## src/hw/rtl/dlef_pkg.sv

```systemverilog
// Shared constants, types and the gamma table of the diagonal Laplacian edge filter.
package dlef_pkg;

    // Default line store depth
    localparam int MAX_WIDTH_DEF = 1024;

    // Pixel and result field widths
    localparam int PIX_W  = 8;
    localparam int ROW_W  = 12;
    localparam int COL_W  = 10;

    // Configuration port
    localparam int CFG_IDX_W  = 1;
    localparam int CFG_DATA_W = 12;
    localparam int IMG_W_W    = 11;
    localparam int IMG_H_W    = 12;

    localparam logic [CFG_IDX_W-1:0] CFG_IMAGE_WIDTH  = 1'd0;
    localparam logic [CFG_IDX_W-1:0] CFG_IMAGE_HEIGHT = 1'd1;

    localparam logic [IMG_W_W-1:0] IMAGE_WIDTH_RST  = 11'd640;
    localparam logic [IMG_H_W-1:0] IMAGE_HEIGHT_RST = 12'd480;

    // Smallest frame dimension
    localparam int MIN_DIM = 3;

    // floor(sum/3) == (sum*683) >> 11 for every sum of three 8-bit channels
    localparam int GRAY_SUM_W  = 10;
    localparam int GRAY_RECIP  = 683;
    localparam int GRAY_SHIFT  = 11;
    localparam int GRAY_PROD_W = 20;

    // Signed width of 4*c - four neighbors
    localparam int LAP_W = 12;

    // Pixel info carried from the front end down the pipeline
    typedef struct packed {
        logic [PIX_W-1:0] gray;
        logic [ROW_W-1:0] center_row;
        logic [COL_W-1:0] center_column;
        logic             interior;
        logic             last;
    } pix_info_t;

    // Gamma table: entry v is the largest k with k^4 <= v*255^3
    typedef logic [PIX_W-1:0] gamma_rom_t [256];

    function automatic gamma_rom_t gamma_build();
        gamma_rom_t      rom;
        longint unsigned limit;
        longint unsigned t;
        logic [7:0]      k;
        for (int v = 0; v < 256; v++)
        begin
            limit = 64'(v) * 64'd16581375;
            k     = '0;
            for (int b = 7; b >= 0; b--)
            begin
                t = 64'(k | (8'd1 << b));
                if (t * t * t * t <= limit)
                begin
                    k[b] = 1'b1;
                end
            end
            rom[v] = k;
        end
        return rom;
    endfunction

    localparam gamma_rom_t GAMMA_ROM = gamma_build();

endpackage

```

## src/hw/rtl/dlef_ctrl.sv

```systemverilog
// Front end: config registers, raster counters, gray conversion and first pipeline stage.
module dlef_ctrl #(
    parameter int MAX_WIDTH = dlef_pkg::MAX_WIDTH_DEF
) (
    input  logic                                clk,
    input  logic                                rst_n,
    input  logic                                cfg_we,
    input  logic [dlef_pkg::CFG_IDX_W-1:0]      cfg_index,
    input  logic [dlef_pkg::CFG_DATA_W-1:0]     cfg_data,
    input  logic                                accept,
    input  logic                                advance,
    input  logic [7:0]                          red,
    input  logic [7:0]                          green,
    input  logic [7:0]                          blue,
    output logic [$clog2(MAX_WIDTH)-1:0]        rd_addr,
    output logic [$clog2(MAX_WIDTH)-1:0]        s1_addr,
    output dlef_pkg::pix_info_t                 s1_info,
    output logic                                s1_valid
);
    import dlef_pkg::*;

    localparam int CW = $clog2(MAX_WIDTH);
    localparam int WW = $clog2(MAX_WIDTH + 1);
    localparam int EW = ((WW > IMG_W_W) ? WW : IMG_W_W) + 1;

    logic [IMG_W_W-1:0] width_reg;
    logic [IMG_H_W-1:0] height_reg;
    logic [CW-1:0]      col_reg, col_next;
    logic [ROW_W-1:0]   row_reg, row_next;
    logic               s1_valid_reg;
    pix_info_t          s1_info_reg, s1_info_next;
    logic [CW-1:0]      s1_addr_reg;

    logic [EW-1:0]      w_ext;
    logic [WW-1:0]      w_eff;
    logic [IMG_H_W-1:0] h_eff;
    logic [CW-1:0]      col_c;
    logic [ROW_W:0]     row_t;
    logic [ROW_W-1:0]   row_c;
    logic [WW-1:0]      col_inc;
    logic [ROW_W:0]     row_inc;
    logic [GRAY_SUM_W-1:0]  gray_sum;
    logic [GRAY_PROD_W-1:0] gray_prod;

    // Saturate the configured frame size
    always_comb
    begin
        w_ext = EW'(width_reg);
        if (w_ext < EW'(MIN_DIM))
        begin
            w_eff = WW'(MIN_DIM);
        end
        else if (w_ext > EW'(MAX_WIDTH))
        begin
            w_eff = WW'(MAX_WIDTH);
        end
        else
        begin
            w_eff = WW'(w_ext);
        end
        h_eff = (height_reg < IMG_H_W'(MIN_DIM)) ? IMG_H_W'(MIN_DIM) : height_reg;
    end

    // Position of the incoming pixel and the counters after it
    always_comb
    begin
        if (WW'(col_reg) >= w_eff)
        begin
            col_c = '0;
            row_t = {1'b0, row_reg} + 1'b1;
        end
        else
        begin
            col_c = col_reg;
            row_t = {1'b0, row_reg};
        end
        row_c = (row_t >= {1'b0, h_eff}) ? '0 : row_t[ROW_W-1:0];

        col_inc = WW'(col_c) + 1'b1;
        row_inc = {1'b0, row_c} + 1'b1;
        if (col_inc >= w_eff)
        begin
            col_next = '0;
            row_next = (row_inc >= {1'b0, h_eff}) ? '0 : row_c + 1'b1;
        end
        else
        begin
            col_next = CW'(col_inc);
            row_next = row_c;
        end
    end

    // Gray = floor((r+g+b)/3) by reciprocal multiply
    always_comb
    begin
        gray_sum  = GRAY_SUM_W'(red) + GRAY_SUM_W'(green) + GRAY_SUM_W'(blue);
        gray_prod = GRAY_PROD_W'(gray_sum) * GRAY_PROD_W'(GRAY_RECIP);
        s1_info_next.gray          = gray_prod[GRAY_SHIFT +: PIX_W];
        s1_info_next.center_row    = row_c - 1'b1;
        s1_info_next.center_column = COL_W'(col_c - 1'b1);
        s1_info_next.interior      = (row_c >= ROW_W'(2)) && (col_c >= CW'(2));
        s1_info_next.last          = (row_c == h_eff - 1'b1) && (WW'(col_c) == w_eff - 1'b1);
    end

    // Config, counters and stage valid
    always_ff @(posedge clk or negedge rst_n)
    begin
        if (!rst_n)
        begin
            width_reg    <= IMAGE_WIDTH_RST;
            height_reg   <= IMAGE_HEIGHT_RST;
            col_reg      <= '0;
            row_reg      <= '0;
            s1_valid_reg <= 1'b0;
        end
        else
        begin
            if (cfg_we)
            begin
                case (cfg_index)
                    CFG_IMAGE_WIDTH:  width_reg  <= cfg_data[IMG_W_W-1:0];
                    CFG_IMAGE_HEIGHT: height_reg <= cfg_data[IMG_H_W-1:0];
                    default: ;
                endcase
            end
            if (accept)
            begin
                col_reg <= col_next;
                row_reg <= row_next;
            end
            if (advance)
            begin
                s1_valid_reg <= accept;
            end
        end
    end

    // Stage 1 payload
    always_ff @(posedge clk)
    begin
        if (accept)
        begin
            s1_info_reg <= s1_info_next;
            s1_addr_reg <= col_c;
        end
    end

    assign rd_addr  = col_c;
    assign s1_addr  = s1_addr_reg;
    assign s1_info  = s1_info_reg;
    assign s1_valid = s1_valid_reg;

endmodule

```

## config.mk

```make
export PLATFORM = sky130hd
export DESIGN_NAME = dlef_ctrl
export DESIGN_NICKNAME = d
export VERILOG_FILES = /design/src/hw/rtl/dlef_pkg.sv /design/src/hw/rtl/dlef_ctrl.sv
export SDC_FILE = /design/constraint.sdc
export NUM_CORES = 1
export LEC_CHECK = 0
export BUFFER_PORTS_ARGS = -buffer_cell sky130_fd_sc_hd__clkbuf_2
export CORE_MARGIN = 2
export CORE_UTILIZATION = 45
export DETAILED_ROUTE_END_ITERATION = 8
export SLEW_MARGIN = 10
export SYNTH_ARGS = -nofsm -noshare
export SYNTH_HDL_FRONTEND = slang
export SYNTH_SLANG_ARGS = --single-unit
export TNS_END_PERCENT = 10
```

## constraint.sdc

```tcl
create_clock -name clk -period 11 [get_ports clk]
set_input_delay 2.2 -clock clk [delete_from_list [all_inputs] [get_ports clk]]
set_output_delay 2.2 -clock clk [all_outputs]
set_load 0.005 [all_outputs]
```

# Word level (Yosys, flattened, before mapping)
# Index checks and enable logic that the tools add are counted.
# Widths: inputs -> output; s select.
word_totals:
  ff_bits: 88
  inputBits: 42
  output_inout_bits: 53
  elab_cells: 47
classes:
  n_addsub: 10
  mul: 1
  n_lt_le_gt_ge: 9
  n_eq_ne: 2
  mux: 9
  bitwise_logic: 1
  reduce_logical: 4
op_table:
  columns: ["cell", "count"]
  rows:
  - ["$mux 12", 4]
  - ["$add 12x1->13 const B", 2]
  - ["$ge 13x12->1", 2]
  - ["$sub 12x1->12 const B", 2]
  - ["$mux 11", 2]
  - ["$mux 10", 2]
  - ["$mul 10x10->19 const B", 1]
  - ["$mux 13", 1]
  - ["$add 12x1->12 const B", 1]
  - ["$eq 12x12->1", 1]
  - ["$ge 12x2->1 const B", 1]
  - ["$lt 12x2->1 const B", 1]
  - ["$add 10x1->11 const B", 1]
  - ["$eq 10x11->1", 1]
  - ["$ge 10x11->1", 1]
  - ["$ge 11x11->1", 1]
  - ["$gt 11x11->1 const B", 1]
  - ["$lt 11x2->1 const B", 1]
  - ["$sub 11x1->11 const B", 1]
  - ["$add 9x8->10", 1]
  - ["$ge 10x2->1 const B", 1]
  - ["$sub 10x1->10 const B", 1]
  - ["$add 8x8->9", 1]
  - ["$reduce_and 2->1", 2]
  - ["2 further kinds", 3]

# Longest topological paths before layout
logic_depth:
  depth_word: 11
  depth_mapped: 35
  depth_no_buf: 31

# Worst setup path after synthesis
# Ideal clock, no wire load.
synth_timing:
  kind: "input -> register"
  startpoint: "in red[1]"
  endpoint: "reg s1_info_reg (netlist bit s1_info[31]), data pin"
  setup_time_ns: 0.260
  arrival_time_ns: 8.501
  required_ns: 10.740
  slack_ns: 2.239
  path_stages: 25
  n_path_buf: 0
  cell_sequence: "fa_1 -> ha_1 -> fa_1 -> a21o_1 -> a21oi_1 -> o21bai_1 -> a21oi_1 -> xnor2_1 -> ha_1 -> ha_1 -> fa_1 -> inv_1 -> fa_1 -> inv_1 -> fa_1 -> ha_1 -> a21o_1 -> a21o_1 -> a221o_1 -> a31oi_1 -> o21ai_0 -> o41ai_1 -> o21bai_1 -> a21oi_1 -> xnor2_1"
synth_between:
  elab_chain_len: 3
synth_lines:
  columns: ["element", "line_no", "rtl"]
  rows:
  - ["start, declared", "dlef_ctrl.sv:12", "input logic [7:0] red,"]
  - ["$add 8x8->9", "dlef_ctrl.sv:96", "gray_sum = GRAY_SUM_W'(red) + GRAY_SUM_W'(green) + GRAY_SUM_W'(blue);"]
  - ["$add 9x8->10", "dlef_ctrl.sv:96", null]
  - ["$mul 10x10->19", "dlef_ctrl.sv:97", "gray_prod = GRAY_PROD_W'(gray_sum) * GRAY_PROD_W'(GRAY_RECIP);"]
  - ["named net gray_prod[18]", "dlef_ctrl.sv:43", "logic [GRAY_PROD_W-1:0] gray_prod;"]
  - ["end signal, assigned", "dlef_ctrl.sv:143", "s1_info_reg <= s1_info_next;"]
  - ["end, declared", "dlef_ctrl.sv:31", "pix_info_t s1_info_reg, s1_info_next;"]
# The timed path passes the listed nets, and every way through them passes these cells.
# A chain may end at the register's enable or synchronous reset.

# Worst setup path in the final report
layout_timing:
  startpoint: "reg width_reg[5]"
  endpoint: "reg row_reg[4]"
layout_between:
  elab_chain_len: 11
  word_cells_on_any_way: 16
  classes_between: "add/sub (3); order compare (6); mux (7)"
layout_lines:
  columns: ["element", "line_no", "rtl"]
  rows:
  - ["start, declared", "dlef_ctrl.sv:26", "logic [IMG_W_W-1:0] width_reg;"]
  - ["start signal, assigned", "dlef_ctrl.sv:121", "CFG_IMAGE_WIDTH: width_reg <= cfg_data[IMG_W_W-1:0];"]
  - ["$gt 11x11->1", "dlef_ctrl.sv:53", "else if (w_ext > EW'(MAX_WIDTH))"]
  - ["$mux 11", "dlef_ctrl.sv:53", null]
  - ["$mux 11 (*)", "dlef_ctrl.sv:49", "if (w_ext < EW'(MIN_DIM))"]
  - ["$ge 10x11->1", "dlef_ctrl.sv:67", "if (WW'(col_reg) >= w_eff)"]
  - ["$mux 13", "dlef_ctrl.sv:67", null]
  - ["$ge 13x12->1", "dlef_ctrl.sv:77", "row_c = (row_t >= {1'b0, h_eff}) ? '0 : row_t[ROW_W-1:0];"]
  - ["$mux 12", "dlef_ctrl.sv:77", null]
  - ["$add 12x1->13", "dlef_ctrl.sv:80", "row_inc = {1'b0, row_c} + 1'b1;"]
  - ["$ge 13x12->1", "dlef_ctrl.sv:84", "row_next = (row_inc >= {1'b0, h_eff}) ? '0 : row_c + 1'b1;"]
  - ["$mux 12", "dlef_ctrl.sv:84", null]
  - ["$mux 12 (*)", "dlef_ctrl.sv:81", "if (col_inc >= w_eff)"]
  - ["end signal, assigned", "dlef_ctrl.sv:129", "row_reg <= row_next;"]
  - ["end, declared", "dlef_ctrl.sv:29", "logic [ROW_W-1:0] row_reg, row_next;"]
# Mark *: on every way between the ends. The rest lies on a longest branch, timed or not.

==> results.ini <==
[clock_tree]
post_cts_buffers=0
root_buffer=clkbuf_16
cts_tree=done
cts_resized=0
clockBufferDepth=2
hold_buffers=0
cts_inserted_buffers=9
worstSkewPairLatency_ps=350
htreeDepth=3
clk_pin_slew_ps=70
clock_sinks=88

[yosys]
ys_seq_elements=88
avgSynthCellArea_um2=9.70
ys.flop_type=edfxtp_1
synth-edff-count=42
synthCells=899
yosysTopAreaCellShare_pct=17.1
yosys_warnings=0
yosysSeqAreaShare_pct=27.8
synth_fp_nets=1090
synth_cell_types=91
async_flop_share_pct=52.3
yosysTopAreaCell=ha_1
netlist_area_um2=8720
synthTopCellsByArea=ha_1 (17%), edfxtp_1 (14%), dfrtp_1 (11%)

[pwr]
leakage_nw=4.43
peakVddDrop_mv=0.436
powerDensity_nw_per_um2=366
p_total_w=0.00354

[sta]
hold_viol=0
maxSlewViolCount=0
fmax_mhz=110
period_share_pct=82.9
finClkSkew_ps=9.77
timing.hold.ws_ps=507
worst_pin_slew_ps=1020
setup_viol=0
slew_headroom_pct=31.0
finalSetupTns_ps=0
period_minus_slack_ps=9120
grt_setup_unrepaired=false

[global_routing]
met1_usage_pct=35.0
grt_util_met3_pct=3.69
grt_pass1_vias=6763
gr-total-overflow=0
grt_pass1_wl_um=36800
grt_max_degree=70
grt_util_all_layers_pct=23.1
grt_use_met2_pct=34.0
antenna_found_initial=0
grt_most_used_layer=met1

[run]
drv_cap=0

[setup_path]
worstPathMaxFanout=11
path_common_cell=ha_1
crit_buf_inv=1
slowest_delay_ps=650
worstSetupEndpointType=flip-flop
cp_data_required_time_ps=11270
worstSetupStartpointType=flip-flop
cp.arrival_ps=9390
crit_type=reg2reg
path_delay_family=simple AND/OR/NAND/NOR gates
critPathSlowestCell=nor2_1

[final_layout]
largest_reg_flops=32
drive_above_1_share_pct=17.7
postLayoutCellArea_um2=9660
final_cell_mix=ha_1 (119), clkbuf_2 (94), inv_1 (85)
final_cells=1242
final_common_cell=ha_1
fill_cells=1773
nets=1168
areaGrowthSynthToFinish_pct=10.8
num_antenna_cells=0

[floorplan]
io_pins=95
fp.coreArea_um2=18800
dieWidth_um=143
num_rows=50
dieArea_um2=20500
initial_core_util_pct=46.3
die_y_um=143

[run_status]
status=finished clean

[routing]
route.vias.total=7096
routed_wl_um=22800
wl_per_cell_um=18.4
vias_per_cell=5.71
drc=0
drt-pass1-iter-count=5
drtIter0Drc=606
antenna_left=0

[hold_path]
hp-class=reg2reg

[placed_design]
placedCellCount=1226
hpwl_um=18100
placed_area_um2=9390
port-buffer-count=94
routabilityCongestion=0.874

-- kinds of logic after synthesis --
kind of cell	count (synthesis)	share of synthesized area, %
DFF	88	27.8
buffers and inverters	120	5.66
AOI/OAI and AO/OA	204	17.1
muxes	29	3.72
xor gates and xnor gates	70	7.03
and+or+nand+nor	239	14.8
adders and majority gates	149	24.0
-- worst register-to-register path, delay by kind of cell (launching register included) --
kind | cells | cell delay (ps)
AO/OA/AOI/OAI | 12 | 2930
adder cells (fa/ha/maj) | 4 | 1280
XOR/XNOR | 2 | 650
flip-flops | 1 | 490
buffers and inverters | 1 | 250
AND/OR/NAND/NOR | 11 | 3440
-- worst paths after layout --
check	to	depth (start not counted)	slack, ps	from
worst min-delay path	s1_valid	1	510	s1_valid
worst max register to register	row_reg[4]	30	1880	width_reg[5]
min in group asynchronous	s1_valid	2	1940	rst_n
worst max-delay path	row_reg[4]	30	1880	width_reg[5]
max in group asynchronous	col_reg[4]	2	8620	rst_n
worst min register to register	s1_valid	1	510	s1_valid
-- layout make-up --
cell class / instances / area (um^2) / area share (%)
multi-input cells: 691 / 5800 / 60.1
inverters: 87 / 327 / 3.38
clock buffers: 9 / 225 / 2.33
flip-flops and latches: 88 / 2420 / 25.0
clock inverters: 7 / 45.0 / 0.466
repair buffers: 100 / 515 / 5.34
well taps: 260 / 325 / 3.37
-- routing by layer --
layer / part of all wire (%) / wire length, um
met3: 5.9 / 1360
met4: 1.6 / 357
met1: 49 / 11200
met2: 43 / 9850
met5: 0 / 0
-- power by group --
part	internal [W]	switching (W)
clock network	0.000153	0.000141
logic	0.00116	0.00146
registers	0.000551	0.0000762
total	0.00187	0.00167
-- cell usage after synthesis, types with 4 or more instances --
master and number:
o41ai_1 4, nand4_1 7, a21o_1 15, buf_6 4, dfstp_2 6, ha_1 119, mux2_2 24, nor4_1 12
nor3_1 19, o22ai_1 5, xnor2_1 57, o21a_1 7, fa_1 30, and3_1 15, mux2i_1 4, edfxtp_1 42
nand2b_1 5, a31oi_1 9, o31ai_1 6, o211ai_1 7, xor2_1 13, buf_2 4, nand2_1 51, a21oi_1 34
nand3_1 34, nor2_1 45, o21bai_1 4, or4_1 8, inv_1 85, a22o_1 8, a22oi_1 5, nor2b_1 5
o31a_1 5, a211oi_1 7, o21ai_1 6, and2_1 11, clkbuf_1 23, o21ai_0 40, dfrtp_1 40
-- metrics by stage --
stage	util, %	setup slack (ps)
CTS	51.3	2050
finish	51.3	1880
detailed placement	49.9	1720
floorplan	-	2240
global placement	49.9	1810
global route	51.3	1360
No activity file was read; power rests on OpenSTA's default activity.
