--- config.mk ---
export PLATFORM = sky130hd
export DESIGN_NAME = dlef_window
export DESIGN_NICKNAME = d
export VERILOG_FILES = /design/src/hw/rtl/dlef_pkg.sv /design/src/hw/rtl/dlef_window.sv
export SDC_FILE = /design/constraint.sdc
export NUM_CORES = 1
export LEC_CHECK = 0
export ABC_AREA = 1
export ABC_CLOCK_PERIOD_IN_PS = 5100
export BUFFER_PORTS_ARGS = -buffer_cell sky130_fd_sc_hd__buf_2
export CAP_MARGIN = 0
export CORE_AREA = 5 5 78 80
export CTS_BUF_LIST = sky130_fd_sc_hd__clkbuf_8 sky130_fd_sc_hd__clkbuf_16
export CTS_CLUSTER_DIAMETER = 80
export DETAILED_ROUTE_END_ITERATION = 10
export DIE_AREA = 0 0 83 85
export HOLD_SLACK_MARGIN = 0.05
export MAX_ROUTING_LAYER = met4
export PLACE_DENSITY = 0.79
export SLEW_MARGIN = 20
export SYNTH_ARGS = -nofsm -noshare
export SYNTH_HDL_FRONTEND = slang
export SYNTH_SLANG_ARGS = --single-unit
--- constraint.sdc ---
create_clock -name clk -period 5.1 [get_ports clk]
set_clock_uncertainty 0.2 [all_clocks]
set_input_delay 1.02 -clock clk [delete_from_list [all_inputs] [get_ports clk]]
set_output_delay 1.02 -clock clk [all_outputs]
set_load 0.005 [all_outputs]
--- src/hw/rtl/dlef_pkg.sv ---
// Shared constants, types and the gamma table of the diagonal Laplacian edge filter.
package dlef_pkg;

    // Default line store depth
    localparam int MAX_WIDTH_DEF = 1024;

    // Pixel and result field widths
    localparam int PIX_W  = 8;
    localparam int ROW_W  = 12;
    localparam int COL_W  = 10;

    // Configuration port
    localparam int CFG_IDX_W  = 1;
    localparam int CFG_DATA_W = 12;
    localparam int IMG_W_W    = 11;
    localparam int IMG_H_W    = 12;

    localparam logic [CFG_IDX_W-1:0] CFG_IMAGE_WIDTH  = 1'd0;
    localparam logic [CFG_IDX_W-1:0] CFG_IMAGE_HEIGHT = 1'd1;

    localparam logic [IMG_W_W-1:0] IMAGE_WIDTH_RST  = 11'd640;
    localparam logic [IMG_H_W-1:0] IMAGE_HEIGHT_RST = 12'd480;

    // Smallest frame dimension
    localparam int MIN_DIM = 3;

    // floor(sum/3) == (sum*683) >> 11 for every sum of three 8-bit channels
    localparam int GRAY_SUM_W  = 10;
    localparam int GRAY_RECIP  = 683;
    localparam int GRAY_SHIFT  = 11;
    localparam int GRAY_PROD_W = 20;

    // Signed width of 4*c - four neighbors
    localparam int LAP_W = 12;

    // Pixel info carried from the front end down the pipeline
    typedef struct packed {
        logic [PIX_W-1:0] gray;
        logic [ROW_W-1:0] center_row;
        logic [COL_W-1:0] center_column;
        logic             interior;
        logic             last;
    } pix_info_t;

    // Gamma table: entry v is the largest k with k^4 <= v*255^3
    typedef logic [PIX_W-1:0] gamma_rom_t [256];

    function automatic gamma_rom_t gamma_build();
        gamma_rom_t      rom;
        longint unsigned limit;
        longint unsigned t;
        logic [7:0]      k;
        for (int v = 0; v < 256; v++)
        begin
            limit = 64'(v) * 64'd16581375;
            k     = '0;
            for (int b = 7; b >= 0; b--)
            begin
                t = 64'(k | (8'd1 << b));
                if (t * t * t * t <= limit)
                begin
                    k[b] = 1'b1;
                end
            end
            rom[v] = k;
        end
        return rom;
    endfunction

    localparam gamma_rom_t GAMMA_ROM = gamma_build();

endpackage

--- src/hw/rtl/dlef_window.sv ---
// 3x3 window of gray pixels and the clamped diagonal Laplacian of its center.
module dlef_window (
    input  logic       clk,
    input  logic       rst_n,
    input  logic       step,
    input  logic [7:0] upper,
    input  logic [7:0] middle,
    input  logic [7:0] gray,
    output logic [7:0] lap_clamped
);
    import dlef_pkg::*;

    // Only the taps that feed the kernel: top row cols 1..2, center, bottom cols 1..2
    logic [PIX_W-1:0] top1_reg, top2_reg, mid2_reg, bot1_reg, bot2_reg;
    logic signed [LAP_W-1:0] lap;

    // After the shift: corners are old top1, new upper, old bot1, new gray; center old mid2
    always_comb
    begin
        lap = $signed({2'b00, mid2_reg, 2'b00})
            - $signed(LAP_W'(top1_reg)) - $signed(LAP_W'(upper))
            - $signed(LAP_W'(bot1_reg)) - $signed(LAP_W'(gray));
        if (lap < 0)
        begin
            lap_clamped = '0;
        end
        else if (lap > LAP_W'(255))
        begin
            lap_clamped = 8'hFF;
        end
        else
        begin
            lap_clamped = lap[PIX_W-1:0];
        end
    end

    // Shift the window one column left
    always_ff @(posedge clk or negedge rst_n)
    begin
        if (!rst_n)
        begin
            top1_reg <= '0;
            top2_reg <= '0;
            mid2_reg <= '0;
            bot1_reg <= '0;
            bot2_reg <= '0;
        end
        else if (step)
        begin
            top1_reg <= top2_reg;
            top2_reg <= upper;
            mid2_reg <= middle;
            bot1_reg <= bot2_reg;
            bot2_reg <= gray;
        end
    end

endmodule

* Word-level counts from Yosys, hierarchy flattened *
Index checks and enable logic that the tools add are counted.

word-level totals
  register bits after elaboration = 40
  input port bits = 27
  output and inout port bits = 8
  word-level logic and storage cells = 13

cells by class
  $add $sub $neg = 4
  magnitude comparators = 2
  muxes and demuxes = 2

operators with widths
  cell                   count
  $sub A12 B9 Y12        2
  $mux W8                2
  $gt A12 B9 Y1 const B  1
  $lt A12 B1 Y1 const B  1
  $sub A11 B9 Y12        1
  $sub A10 B8 Y11        1

* Logic depth before layout (Yosys ltp) *
Gate-level depths: netlist of the first run.

  word-level depth = 7
  mapped depth = 21
  gate-level depth less buffers = 21

* Worst setup path after synthesis of the first run *
No wires, ideal clock.

  kind = input -> output
  start point = in upper[2]
  end point = out lap_clamped[0]
  arrival time = 3.358 ns
  data required time = 3.880 ns
  setup slack = 0.522 ns
  cell stages on the path = 18
  path buffers = 0
  path through = inv_1 -> fa_1 -> inv_1 -> fa_1 -> inv_1 -> ha_1 -> nand2_1 -> nand2_2 -> nand2_2 -> nand2_1 -> nand2_1 -> nand3_2 -> nand2_4 -> nand2_4 -> o21ai_4 -> clkinv_4 -> nand2_1 -> inv_1

on the way
  longest elaborated chain between the ends = 6
  elaborated cells between the ends (all ways) = 7
  classes of those cells = add/sub (3); order compare (2); mux (2)

RTL lines
  element                         line               source
  start, declared                 dlef_window.sv:6   input logic [7:0] upper,
  $sub A11 B9 Y12 *               dlef_window.sv:21  - $signed(LAP_W'(top1_reg)) - $signed(LAP_W'(upper))
  $sub A12 B9 Y12 * (2 in a row)  dlef_window.sv:22  - $signed(LAP_W'(bot1_reg)) - $signed(LAP_W'(gray));
  $gt A12 B9 Y1                   dlef_window.sv:27  else if (lap > LAP_W'(255))
  $mux W8                         dlef_window.sv:27
  $mux W8 *                       dlef_window.sv:23  if (lap < 0)
  end, declared                   dlef_window.sv:9   output logic [7:0] lap_clamped

Mark *: on every way between the ends. The rest lies on a longest branch, timed or not.

* Worst setup path after layout of the first run *
  start point = in upper[5]
  end point = out lap_clamped[7]

Same word-level chain as after synthesis.

==> results.rst, run 1 <==
.. list-table::
   :header-rows: 1

   * - Metric
     - Value
   * - Run status
     - complete, no violations
   * - Non-filler cells in the finished layout
     - 482
   * - Synth unique cells
     - 34
   * - Adder-cell share of the synthesized area
     - 17.70%
   * - CTS HTree Levels
     - 2
   * - Post-layout total power
     - 1.840 mW
   * - Placed Instances
     - 474
   * - Slack of the worst reg-to-reg path
     - 4.05 ns
   * - Floorplan die height
     - 85 um
   * - RR Startpoint
     - top1_reg[0]$_DFFE_PN0P_
   * - Total power density per cell area
     - 533.5 nW/um^2
   * - Endpoint of the worst hold path
     - top1_reg[4]$_DFFE_PN0P_
   * - Launch instance of the worst min-delay path
     - top2_reg[4]$_DFFE_PN0P_
   * - Worst hold slack after final layout
     - 0.2906 ns
   * - Average cell area after synthesis
     - 8.104 um^2
   * - Port Buf Inserts
     - 34
   * - Final max-slew violation count
     - 0
   * - Worst voltage drop across the vdd grid
     - 0.2937 mV
   * - Worst reg2reg path depth
     - 2
   * - Max Fclk
     - 0.2056 GHz
   * - Final Hold Viols
     - 0
   * - Xor and xnor area share after synthesis
     - 4.035%
   * - MaxCap Viol Count
     - 0
   * - Total routing usage reported by global routing
     - 18.03%
   * - Cell type with the highest aggregate area in the netlist
     - sky130_fd_sc_hd__dfrtp_1
   * - Cells after Synth
     - 375
   * - Nets@finish
     - 470
   * - WP data arrival
     - 3.64 ns
   * - WL/cell
     - 12.03 um
   * - Count of clock tree sinks
     - 40
   * - Number of global-route vias before repair
     - 2,387
   * - Area of the die
     - 7055 um^2
   * - Count of buffer and inverter cells on the critical path
     - 5
   * - FILL cells
     - 469
   * - Kind of end point of the critical path
     - output port
   * - Period minus WS final
     - 4.864 ns
   * - Max stage delay cell, worst path
     - sky130_fd_sc_hd__fa_1
   * - Clock input transition at the sequential cells of the worst setup and hold paths
     - 0.08 ns
   * - Clock tree from TritonCTS
     - yes
   * - 1st-pass router iterations
     - 4
   * - Critical Path Stages
     - 16
   * - Category of cells accounting for the largest share of critical-path delay
     - adder cells
   * - Nets in the synthesized netlist
     - 436
   * - Top-level port count
     - 35
   * - Total vias in the final route
     - 2,358
   * - Required @ worst endpoint
     - 3.88 ns
   * - Min-delay worst type
     - reg2reg
   * - Category of the critical setup timing path
     - in2out
   * - Share of the synthesized area in the top cell type
     - 32.94%
   * - Worst Hold Depth
     - 2
   * - Portion of the clock cycle consumed by the worst path in the final layout
     - 95.38%
   * - DRC violation total after the first TritonRoute iteration
     - 123
   * - Setup tns final
     - 0 ns
   * - Core Footprint
     - 5338 um^2
   * - Ranking of synthesized cells by area
     - sky130_fd_sc_hd__dfrtp_1 (33%), sky130_fd_sc_hd__inv_1 (10%), sky130_fd_sc_hd__fa_1 (9.9%), sky130_fd_sc_hd__ha_1 (7.8%), sky130_fd_sc_hd__nand2_1 (7.5%)
   * - Mux cell area share after synthesis
     - 2.964%
   * - Main combinational cell family by area after synthesis
     - simple AND/OR/NAND/NOR gates
   * - Synthesis Warnings
     - 0
   * - Maximum number of pins on one net before global-route repair
     - 52
   * - Area Overhead vs Synth
     - 13.50%
   * - Global-route wire length before repair
     - 10,430 um
   * - Share of layout cells above drive strength 1
     - 21.95%
   * - Portion of the post-synthesis area used by sequential elements
     - 32.94%
   * - Post-route DRC
     - 0
   * - Post-Syn Area
     - 3039 um^2
   * - Slowest cell delay on critical path
     - 0.53 ns
   * - Number of antenna diodes
     - 0
   * - Clk_lat worst skew
     - 0.29 ns
   * - Worst rel slew slack
     - 42.34%
   * - Endpoints failing setup
     - 0
   * - Leakage component of the power
     - 1.848 nW
   * - Width of the die
     - 83 um
   * - Average via count per standard cell
     - 4.892
   * - Initial cell density of the core
     - 56.94%
   * - Row count
     - 27
   * - Total Routed Length
     - 5797 um
   * - Maximum fanout count along the critical path
     - 8
   * - Crit path top cell by count
     - sky130_fd_sc_hd__nor2_1
   * - Root cell of the clock tree
     - sky130_fd_sc_hd__clkbuf_8
   * - CTS Buf Count
     - 5
   * - Number of antenna violations at the first check in global routing
     - 0
   * - Residual antenna-violating net count after detailed routing
     - 0
   * - Cells along the critical path
     - buf_2, inv_1, fa_1, inv_1, fa_1, inv_1, ha_1, a21oi_2, nor2_1, nor2_1, nand3_1, nand2_4, nand3_2, nor2_1, nor2_1, buf_2
   * - Worst Max-Slew Pin Slew
     - 0.8649 ns
   * - Final GP Congestion
     - 0.8666
   * - Fraction of the mapped netlist area in simple logic gates
     - 20.01%
   * - Grt total ovfl
     - 0
   * - Worst r2r dst
     - top1_reg[0]$_DFFE_PN0P_
   * - Detailed placer's ending HPWL
     - 4595 um
   * - Maximum number of buffers from clock root to sink
     - 2
   * - Register bit total from synthesis
     - 40
   * - Critical path launch point type
     - primary input
   * - Post-synthesis compound-gate area fraction
     - 10.09%
placed cells by master (no fill, tap or decap), drive strengths merged:
cell,n
a211oi,1
nand4,9
xnor2,5
buf,35
nand2b,1
o21ai,25
clkinv,5
nor3,1
nand2,69
a21boi,1
o21bai,1
dfrtp,40
nand3,14
xor2,9
clkbuf,5
mux2,8
nand3b,2
ha,19
nor2,31
inv,87
fa,15
a21oi,25
a21o,2
synth_stat cells (all sizes together):
cell type	instances
a211oi	1
a21boi	1
a21o	2
a21oi	25
buf	5
clkbuf	3
clkinv	2
dfrtp	40
fa	15
ha	19
inv	87
mux2	8
nand2	69
nand2b	1
nand3	14
nand3b	2
nand4	9
nor2	31
nor3	1
o21ai	25
o21bai	1
xnor2	5
xor2	9
cell families after synthesis:
kind of cell	count (synthesis)
buffers and inverters	97
xor gates and xnor gates	14
adders and majority gates	34
and+or+nand+nor	127
muxes	8
AOI/OAI and AO/OA	55
DFF	40
layout make-up:
cell class              instances  area [um^2]  area share [%]
clock inverters                 3        18.77          0.5441
well taps                      72        90.09           2.612
multi-input cells             238         1753           50.82
flip-flops and latches         40         1001           29.02
clock buffers                   5        68.82           1.995
inverters                      89        340.3           9.866
repair buffers                 35        177.7           5.151
worst register-to-register path: cells and delay by family (launching register included):
family | cells | cell delay, ns
compound gates | 1 | 0.16
buf+inv | 1 | 0.13
flops | 1 | 0.48
metrics by stage:
stage                     worst slack, ns  util [%]  instance area (um^2)
after floorplan                    0.5218         -                  3039
after global placement             0.1555     61.35                  3274
after detailed placement           0.1138     61.35                  3274
after CTS                         0.02539     62.99                  3362
after global routing             -0.01606     64.63                  3450
final                              0.2355     64.63                  3450
power by group:
part	total, mW	switching, mW	internal [mW]	leakage (nW)
combinational	1.27	0.763	0.504	1.33
sequential	0.366	0.0175	0.349	0.466
clock	0.207	0.112	0.0953	0.0479
how the worst max path moves through the flow:
stage,endpoint,from,slack (ns)
after floorplan,lap_clamped[0],upper[2],0.52
after global placement,lap_clamped[1],upper[4],0.16
after detailed placement,lap_clamped[2],upper[2],0.11
after CTS,lap_clamped[2],mid2_reg[2]$_DFFE_PN0P_,0.03
after global routing,lap_clamped[5],top1_reg[4]$_DFFE_PN0P_,-0.02
final,lap_clamped[7],upper[5],0.24
layer usage:
metal  GRT usage, %  up-vias  routed length [um]
met5              -        -                   0
met4          4.755        0                  80
met3          2.718        9                 170
met2          31.27       44                2835
met1          22.07     1083                2710
li1               -     1222                   -
what timing repair did:
item,4_1_cts,5_1_grt
hold buffers,0,0
buffers inserted,0,0
gates resized for setup,0,17
endpoints found under the setup margin,0,8
Power figures use the tool's default switching activity.
==> run 2, diff against run 1 <==
BUFFER_PORTS_ARGS = -buffer_cell sky130_fd_sc_hd__buf_4   (was -buffer_cell sky130_fd_sc_hd__buf_2)
==> run 2 against run 1 <==
Net effect: worst hold slack got worse by 0.011 ns; maximum frequency shrank 0.85%; register-to-register slack hardly changed; first-iteration DRC count rose by 36%; final area rose by 2.6%; utilization grew 1.7 points.
==> results.rst, run 2 (same netlist as run 1, synthesis figures left out) <==
.. list-table::
   :header-rows: 1

   * - Metric
     - Value
   * - Run status
     - complete, no violations (unchanged)
   * - Count of clock tree sinks
     - 40 (unchanged)
   * - Residual antenna-violating net count after detailed routing
     - 0 (unchanged)
   * - CTS HTree Levels
     - 2 (unchanged)
   * - Total routing usage reported by global routing
     - 18.02% (was 18.03%)
   * - Width of the die
     - 83 um (unchanged)
   * - Period minus WS final
     - 4.906 ns (was 4.864 ns)
   * - Clock tree from TritonCTS
     - yes (unchanged)
   * - Worst Max-Slew Pin Slew
     - 0.6092 ns (was 0.8649 ns)
   * - Worst rel slew slack
     - 59.39% (was 42.34%)
   * - Number of antenna violations at the first check in global routing
     - 0 (unchanged)
   * - Endpoints failing setup
     - 0 (unchanged)
   * - Initial cell density of the core
     - 56.94% (unchanged)
   * - Share of layout cells above drive strength 1
     - 21.03% (was 21.95%)
   * - Max Fclk
     - 0.2038 GHz (was 0.2056 GHz)
   * - Root cell of the clock tree
     - sky130_fd_sc_hd__clkbuf_8 (unchanged)
   * - WP data arrival
     - 3.69 ns (was 3.64 ns)
   * - Leakage component of the power
     - 1.890 nW (was 1.848 nW)
   * - Post-CTS repair timing setup buffer count
     - 0 (unchanged)
   * - Total vias in the final route
     - 2,379 (was 2,358)
   * - Total power density per cell area
     - 552.0 nW/um^2 (was 533.5 nW/um^2)
   * - WL/cell
     - 12.23 um (was 12.03 um)
   * - Number of global-route vias before repair
     - 2,420 (was 2,387)
   * - Maximum number of buffers from clock root to sink
     - 2 (unchanged)
   * - Final Hold Viols
     - 0 (unchanged)
   * - Floorplan die height
     - 85 um (unchanged)
   * - Final max-slew violation count
     - 0 (unchanged)
   * - Highest-count cells in the layout ignoring fill and taps
     - sky130_fd_sc_hd__inv_1 (85), sky130_fd_sc_hd__nand2_1 (60), sky130_fd_sc_hd__dfrtp_1 (40), sky130_fd_sc_hd__buf_4 (34), sky130_fd_sc_hd__nor2_1 (24) (was sky130_fd_sc_hd__inv_1 (85), sky130_fd_sc_hd__nand2_1 (58), sky130_fd_sc_hd__dfrtp_1 (40), sky130_fd_sc_hd__buf_2 (34), sky130_fd_sc_hd__nor2_1 (25))
   * - DRC violation total after the first TritonRoute iteration
     - 167 (was 123)
   * - Kind of end point of the critical path
     - output port (unchanged)
   * - Clk_lat worst skew
     - 0.29 ns (about the same)
   * - Number of antenna diodes
     - 0 (unchanged)
   * - CTS Buf Count
     - 5 (unchanged)
   * - Post-route DRC
     - 0 (unchanged)
   * - Non-filler cells in the finished layout
     - 481 (was 482)
   * - Total Routed Length
     - 5884 um (was 5797 um)
   * - 1st-pass router iterations
     - 4 (unchanged)
   * - Clock input transition at the sequential cells of the worst setup and hold paths
     - 0.07 ns (was 0.08 ns)
   * - Leading cell type in the layout, fill and taps excluded
     - sky130_fd_sc_hd__inv_1 (unchanged)
   * - Port Buf Inserts
     - 34 (unchanged)
   * - Setup tns final
     - 0 ns (unchanged)
   * - Post-layout total power
     - 1.955 mW (was 1.840 mW)
   * - Min-delay worst type
     - reg2reg (unchanged)
   * - RSZ-0062 raised after global routing
     - false
   * - Maximum fanout count along the critical path
     - 7 (was 8)
   * - Core Footprint
     - 5338 um^2 (unchanged)
   * - Row count
     - 27 (unchanged)
   * - Top-level port count
     - 35 (unchanged)
   * - Area of the die
     - 7055 um^2 (unchanged)
   * - Global-route wire length before repair
     - 10,370 um (was 10,430 um)
   * - Detailed placer's ending HPWL
     - 4554 um (was 4595 um)
   * - Required @ worst endpoint
     - 3.88 ns (about the same)
   * - Placed Instances
     - 473 (was 474)
   * - Grt total ovfl
     - 0 (unchanged)
   * - Average via count per standard cell
     - 4.946 (was 4.892)
   * - MaxCap Viol Count
     - 0 (unchanged)
   * - Slack of the worst reg-to-reg path
     - 4.05 ns (about the same)
   * - Maximum number of pins on one net before global-route repair
     - 73 (was 52)
   * - Worst hold slack after final layout
     - 0.2792 ns (was 0.2906 ns)
   * - Critical path launch point type
     - primary input (unchanged)
   * - Portion of the clock cycle consumed by the worst path in the final layout
     - 96.20% (was 95.38%)
   * - Worst voltage drop across the vdd grid
     - 0.3376 mV (was 0.2937 mV)
   * - Nets@finish
     - 469 (was 470)
   * - Final GP Congestion
     - 0.9234 (was 0.8666)
   * - Category of the critical setup timing path
     - in2out (unchanged)
   * - Area Overhead vs Synth
     - 16.51% (was 13.50%)
[run 2: per-stage QoR]
stage / utilization [%] / setup WS (ns) / cell area [um^2]
final: 66.34 / 0.1940 / 3541
after global routing: 66.34 / 0.009887 / 3541
after CTS: 65.17 / 0.09000 / 3478
after detailed placement: 62.80 / 0.1072 / 3352
after global placement: 62.80 / 0.1575 / 3352
after floorplan: - / 0.5218 / 3039
[run 2: power by group]
group	internal (mW)	switching [mW]
sequential	0.349	0.0168
clock	0.173	0.108
combinational	0.528	0.780
total	1.05	0.905
[run 2: final cells by class]
cell class                      instances  area, um^2
Clock buffer                            7       96.34
Sequential cell                        40        1001
Timing Repair Buffer                   34       255.2
Multi-Input combinational cell        238        1728
Fill cell                             470        1797
Inverter                               89       340.3
Clock inverter                          1       30.03
Tap cell                               72       90.09
[run 2: path summary, 6_finish.rpt]
kind	startpoint	endpoint	cells past startpoint
worst max-delay path	upper[3]	lap_clamped[2]	20
worst min-delay path	top2_reg[5]$_DFFE_PN0P_	top1_reg[5]$_DFFE_PN0P_	2
worst max register to register	top1_reg[0]$_DFFE_PN0P_	top1_reg[0]$_DFFE_PN0P_	2
worst min register to register	top2_reg[5]$_DFFE_PN0P_	top1_reg[5]$_DFFE_PN0P_	2
max in group asynchronous	rst_n	bot1_reg[6]$_DFFE_PN0P_	1
min in group asynchronous	rst_n	top2_reg[3]$_DFFE_PN0P_	1
[run 2: layer usage]
layer  track usage (%)  share of wire [%]  up-vias
met3             3.495                3.8        8
met5                 -                  0        -
met4             6.538                1.5        0
met2             29.37                 49       51
li1                  -                  -     1217
met1             22.39                 46     1103
[run 2: worst max-delay path: stages]
cell,delay (ns)
sky130_fd_sc_hd__buf_4,0.07
sky130_fd_sc_hd__inv_1,0.05
sky130_fd_sc_hd__fa_1,0.53
sky130_fd_sc_hd__inv_1,0.06
sky130_fd_sc_hd__fa_1,0.55
sky130_fd_sc_hd__inv_1,0.06
sky130_fd_sc_hd__ha_2,0.33
sky130_fd_sc_hd__nand2_2,0.11
sky130_fd_sc_hd__inv_2,0.04
sky130_fd_sc_hd__nand2_2,0.08
sky130_fd_sc_hd__nand2_1,0.05
sky130_fd_sc_hd__nand2_1,0.10
sky130_fd_sc_hd__nand3_2,0.09
sky130_fd_sc_hd__nand2_4,0.09
sky130_fd_sc_hd__nand2_4,0.05
sky130_fd_sc_hd__o21ai_4,0.07
sky130_fd_sc_hd__clkinv_4,0.09
sky130_fd_sc_hd__nand2_1,0.07
sky130_fd_sc_hd__inv_1,0.04
sky130_fd_sc_hd__buf_4,0.12
[run 2: repair_timing]
action	CTS	global route
endpoints found under the hold margin	0	0
cloned	0	0
pin swaps	0	2
resized for setup	1	13
hold buffers	0	0
setup endpoints to repair	1	8
